`src/hdl/twcr_pkg.sv`:
```
// shared constants, codes and types of the textured wall column renderer
package twcr_pkg;

    localparam int FRACTION_BITS = 16;
    localparam int MAX_ROWS      = 2048;
    localparam int MAX_TEXTURE   = 1024;

    localparam int ROW_W     = 11;
    localparam int TSZ_W     = 11;
    localparam int TEX_W     = 10;
    localparam int COL_W     = 12;
    localparam int MAP_W     = 10;
    localparam int POS_W     = 26;
    localparam int DIR_W     = 22;
    localparam int COLOR_W   = 32;
    localparam int CFG_IDX_W = 3;
    localparam int CFG_DAT_W = 32;
    localparam int KIND_W    = 2;

    // texture period in fixed point and values kept below it
    localparam int M_W   = TSZ_W + FRACTION_BITS;
    localparam int TPOS_W = M_W - 1;

    localparam int DIV_W     = 54;
    localparam int DVS_W     = 32;
    localparam int DIV_CNT_W = $clog2(DIV_W);

    localparam logic CMD_SETUP = 1'b0;
    localparam logic CMD_ROW   = 1'b1;

    localparam logic [KIND_W-1:0] KIND_CEILING = 2'd0;
    localparam logic [KIND_W-1:0] KIND_WALL    = 2'd1;
    localparam logic [KIND_W-1:0] KIND_FLOOR   = 2'd2;

    localparam logic [CFG_IDX_W-1:0] REG_SCREEN_HEIGHT  = 3'd0;
    localparam logic [CFG_IDX_W-1:0] REG_TEXTURE_WIDTH  = 3'd1;
    localparam logic [CFG_IDX_W-1:0] REG_TEXTURE_HEIGHT = 3'd2;
    localparam logic [CFG_IDX_W-1:0] REG_CEILING_COLOR  = 3'd3;
    localparam logic [CFG_IDX_W-1:0] REG_FLOOR_COLOR    = 3'd4;

    typedef struct packed {
        logic             start;
        logic [DIV_W-1:0] dividend;
        logic [DVS_W-1:0] divisor;
    } t_div_req;

    typedef struct packed {
        logic             done;
        logic [DIV_W-1:0] quotient;
        logic [DVS_W-1:0] remainder;
    } t_div_rsp;

endpackage

```
`src/hdl/twcr_div.sv`:
```
// shared restoring divider, one quotient bit per cycle
module twcr_div import twcr_pkg::*; (
    input  logic     i_clk,
    input  logic     i_rst_n,
    input  t_div_req i_req,
    output t_div_rsp o_rsp
);

    logic                 r_busy;
    logic                 r_done;
    logic [DIV_CNT_W-1:0] r_cnt;
    logic [DIV_W-1:0]     r_quo;
    logic [DVS_W-1:0]     r_rem;
    logic [DVS_W-1:0]     r_dvs;

    logic [DVS_W:0] shifted;
    logic [DVS_W:0] diff;
    logic           ge;
    logic           last_bit;

    always_comb begin
        shifted  = {r_rem, r_quo[DIV_W-1]};
        diff     = shifted - {1'b0, r_dvs};
        ge       = shifted >= {1'b0, r_dvs};
        last_bit = r_cnt == DIV_CNT_W'(DIV_W - 1);
    end

    always_ff @(posedge i_clk) begin
        if (!i_rst_n) begin
            r_busy <= 1'b0;
            r_done <= 1'b0;
            r_cnt  <= '0;
        end else begin
            if (i_req.start) begin
                r_busy <= 1'b1;
                r_done <= 1'b0;
                r_cnt  <= '0;
            end else if (r_busy) begin
                r_cnt  <= r_cnt + 1'b1;
                r_busy <= !last_bit;
                r_done <= last_bit;
            end else begin
                r_done <= 1'b0;
            end
        end
    end

    always_ff @(posedge i_clk) begin
        if (i_req.start) begin
            r_quo <= i_req.dividend;
            r_rem <= '0;
            r_dvs <= i_req.divisor;
        end else if (r_busy) begin
            r_quo <= {r_quo[DIV_W-2:0], ge};
            r_rem <= ge ? diff[DVS_W-1:0] : shifted[DVS_W-1:0];
        end
    end

    assign o_rsp.done      = r_done;
    assign o_rsp.quotient  = r_quo;
    assign o_rsp.remainder = r_rem;

endmodule

```
`config.mk`:
```
export PLATFORM = sky130hd
export DESIGN_NAME = twcr_div
export DESIGN_NICKNAME = d
export VERILOG_FILES = /design/src/hdl/twcr_pkg.sv /design/src/hdl/twcr_div.sv
export SDC_FILE = /design/constraint.sdc
export NUM_CORES = 1
export LEC_CHECK = 0
export BUFFER_PORTS_ARGS = -buffer_cell sky130_fd_sc_hd__buf_2
export CELL_PAD_IN_SITES_DETAIL_PLACEMENT = 0
export CELL_PAD_IN_SITES_GLOBAL_PLACEMENT = 1
export CORE_MARGIN = 2
export CORE_UTILIZATION = 38
export CTS_CLUSTER_SIZE = 10
export DETAILED_ROUTE_END_ITERATION = 10
export PLACE_DENSITY_LB_ADDON = 0.25
export SLEW_MARGIN = 20
export SYNTH_ARGS = -nofsm -noshare
export SYNTH_HDL_FRONTEND = slang
export SYNTH_SLANG_ARGS = --single-unit
```
`constraint.sdc`:
```
create_clock -name i_clk -period 2.7 [get_ports i_clk]
set_clock_uncertainty 0.15 [all_clocks]
set_input_delay 0.405 -clock i_clk [delete_from_list [all_inputs] [get_ports i_clk]]
set_output_delay 0.405 -clock i_clk [all_outputs]
set_load 0.03 [all_outputs]
```
==> qor.csv <==
metric,value,unit
Yosys top cell area share,36.09,%
largest net degree at the start of global routing,67,
failing checks,negative setup slack,
Synth area leaders,"edfxtp_1 (36%), dfxtp_1 (11%), mux2_2 (8.8%)",
Tot GR Track Use,20.70,%
Place WS,-152.9,ps
Rows,50,
startpoint types,flip-flop,
endpoints failing setup,3,
Hold Path Class,primary input to flip-flop,
CTS buffer count,17,
syn avg cell area,10.94,um^2
drt first-iter violations,330,
total of max-cap violations,0,
CP cell instances,inv_2 > ha_4 > and2b_2 > o2111ai_4 > a31oi_4 > a311oi_2 > buf_4 > o21ai_0 > xor2_1 > mux2i_1 > a211oi_1,
multi-input gate area in the final layout,4049,um^2
power density over the cells,616.3,nW/um^2
Clock Tree Buf Depth,2,
fin crit share,101.3,%
"EDFF count, synth",86,
cell taking the most area after synthesis,edfxtp_1,
Yosys reg bits,126,
Adder-Cell Fraction of Synth Area,6.225,%
# clock sinks,126,
relative slew slack,71.51,%
largest family of logic cells by synthesized area,compound AO/OA/AOI/OAI gates,
Worst Setup Path Type,flip-flop to flip-flop,
final RePlAce weighted congestion,0.9612,
"delay-heaviest family, CP",compound AO/OA/AOI/OAI gates,
most frequent cell after synthesis,edfxtp_1,
CTS tree,built,
final worst slack,-36.42,ps
placed insts,1140,
overall power,6573,uW
clock latency on the worst-skew pair,430,ps
dominant synthesized flop cell,edfxtp_1,
Reg area,3401,um^2
DIE HEIGHT,141.2,um
Initial Util,38.51,%
Routed Antenna Nets,0,
initial antenna violation count,1,
P_leak,0.004603,uW
# DRC,0,
post-synth cell types,78,
total vias in the final route,6330,
Synth Area in Simple Gates,12.24,%
Total Routed Length,20720,um
Fmax,365.4,MHz
Filler cells,1604,
Worst Tran Pin Value,427.4,ps
HPWL after DPL,14810,um
Root Buffer,clkbuf_16,
min Tclk post-route,2736,ps
max incr delay on CP,420,ps
port bufs,175,
cells after synthesis,654,
Post-Synth XOR/XNOR Area,2.448,%
Final Max Tran Viols,0,
drt pass-1 iters,4,
Yosys Warn Count,0,
Die Wd,141.2,um
worst-path fanout max,4,
Synth Area in Compound Gates,15.56,%
Critical Path RT,2840,ps
Final Hold Viols,0,
H-Tree Depth,4,
Synth Cell Area,7156,um^2
"Cell Count, Final, Fillers Out",1219,
vias in the first global route,6506,
CP bufs+invs,2,
via/cell ratio,5.193,
"Slowest-stage cell, CP",edfxtp_1,
post-synthesis mux area share,11.63,%
status,"complete, but fails checks",
hold_ws,24.54,ps
Max IR drop VDD,0.4386,mV
first-pass GRT wire length,32790,um
"Arr. time, crit path",2870,ps
remaining global-route overflow,0,
sequential area share after synthesis,47.28,%
layout cells sized above 1,51.22,%
Final #Nets,1095,
I/O pin cnt,176,
die area,19940,um^2
RSZ-0062 raised after global routing,true,
"Area growth, synth to finish",49.05,%
Post-synth ARST share,0,%
post-synthesis net count,778,
CP Capture Type,flip-flop,
WL per Instance,17.00,um
core area,18580,um^2
Commonest cells post-synth,"edfxtp_1 (86), mux2_2 (56), inv_1 (48), nor2_1 (44), dfxtp_1 (40)",
Clock transition at path regs,70,ps
==> final cells by class <==
cell class,count,share of cell area (%)
antenna,1,0.02346
clock buffer,18,4.024
clock inverter,14,1.138
inverter,49,1.725
multi-input combinational,452,37.96
sequential,126,31.89
tap,234,2.745
timing repair buffer,325,20.50
==> cell usage in the layout (no fill, tap or decap), drive strengths merged, types with 5 or more instances in the layout <==
cell type    Yosys  layout
mux2            57      57
nor3            12      12
a211o            5       5
inv             48      57
nand4           11      11
xnor2            9       9
dfxtp           40      40
clkbuf          16      19
nand3           10      10
ha              34      34
a21o            15      15
nor2b            7       7
and2            12      12
nand2b           7       7
edfxtp          86      86
mux2i           19      19
o211ai           5       5
nor2            44      44
and3             7       7
a311oi           8       8
buf             11     295
dlygate4sd3      0      29
nand2           36      36
o21ai           29      29
a211oi          21      21
or3              6       6
a21oi           34      34
xor2            11      11
==> flip-flops by register name (all words and copies together) (netlist names) <==
name    cells
r_busy      1
r_cnt       6
r_done      1
r_dvs      32
r_quo      54
r_rem      32
==> worst reg2reg max path, stage by stage, from the launching register on <==
cell,delay (ps)
edfxtp_1,420
inv_2,100
ha_4,200
and2b_2,220
o2111ai_4,240
a31oi_4,160
a311oi_2,320
buf_4,200
o21ai_0,110
xor2_1,170
mux2i_1,220
a211oi_1,100
==> what timing repair did <==
| action | 4_1_cts | 5_1_grt |
|---|---|---|
| setup endpoints to repair | 26 | 33 |
| pin swaps | 17 | 39 |
| hold endpoints to repair | 29 | 0 |
| buffers inserted | 8 | 8 |
| cloned | 0 | 1 |
| resized for setup | 54 | 82 |
| hold buffers | 29 | 0 |
==> routing by layer <==
layer | wire [um] | vias to the layer above | global-route usage, %
met5 | 0 | - | 0
met4 | 393 | 0 | 7.211
li1 | - | 3094 | -
met1 | 8959 | 2971 | 25.96
met3 | 1471 | 34 | 6.148
met2 | 9895 | 231 | 34.08
==> power by group <==
part	total (uW)	switching [uW]	internal [uW]	leakage, uW
clock network	2170	962	1210	0.000267
logic	2030	1100	937	0.00315
registers	2370	103	2270	0.00119
==> through the flow <==
step	utilization [%]	area, um^2	TNS (ps)
final	57.40	10670	-58.08
after global routing	57.39	10660	-2166
after CTS	54.75	10170	-122.1
after detailed placement	48.69	9047	-2249
after global placement	48.69	9047	-910.1
after floorplan	-	7188	-163.1
==> cell families after synthesis <==
kind of cell / count (synthesis)
buffers and inverters: 76
multiplexers: 76
flip-flops: 126
AO/OA/AOI/OAI: 156
XOR/XNOR: 20
adder cells (fa/ha/maj): 35
AND/OR/NAND/NOR: 165
==> final timing paths <==
| path | startpoint | end | slack, ps | cells after the start |
|---|---|---|---|---|
| setup reg to reg | r_dvs[1]$_DFFE_PP_ | r_rem[19]$_SDFFE_PP0P_ | -40 | 11 |
| hold / removal | i_req[22] | r_dvs[22]$_DFFE_PP_ | 20 | 1 |
| setup / recovery | r_dvs[1]$_DFFE_PP_ | r_rem[19]$_SDFFE_PP0P_ | -40 | 11 |
| hold reg to reg | r_cnt[5]$_SDFFE_PP0P_ | r_cnt[5]$_SDFFE_PP0P_ | 350 | 2 |
(Power assumes the default switching activity.)
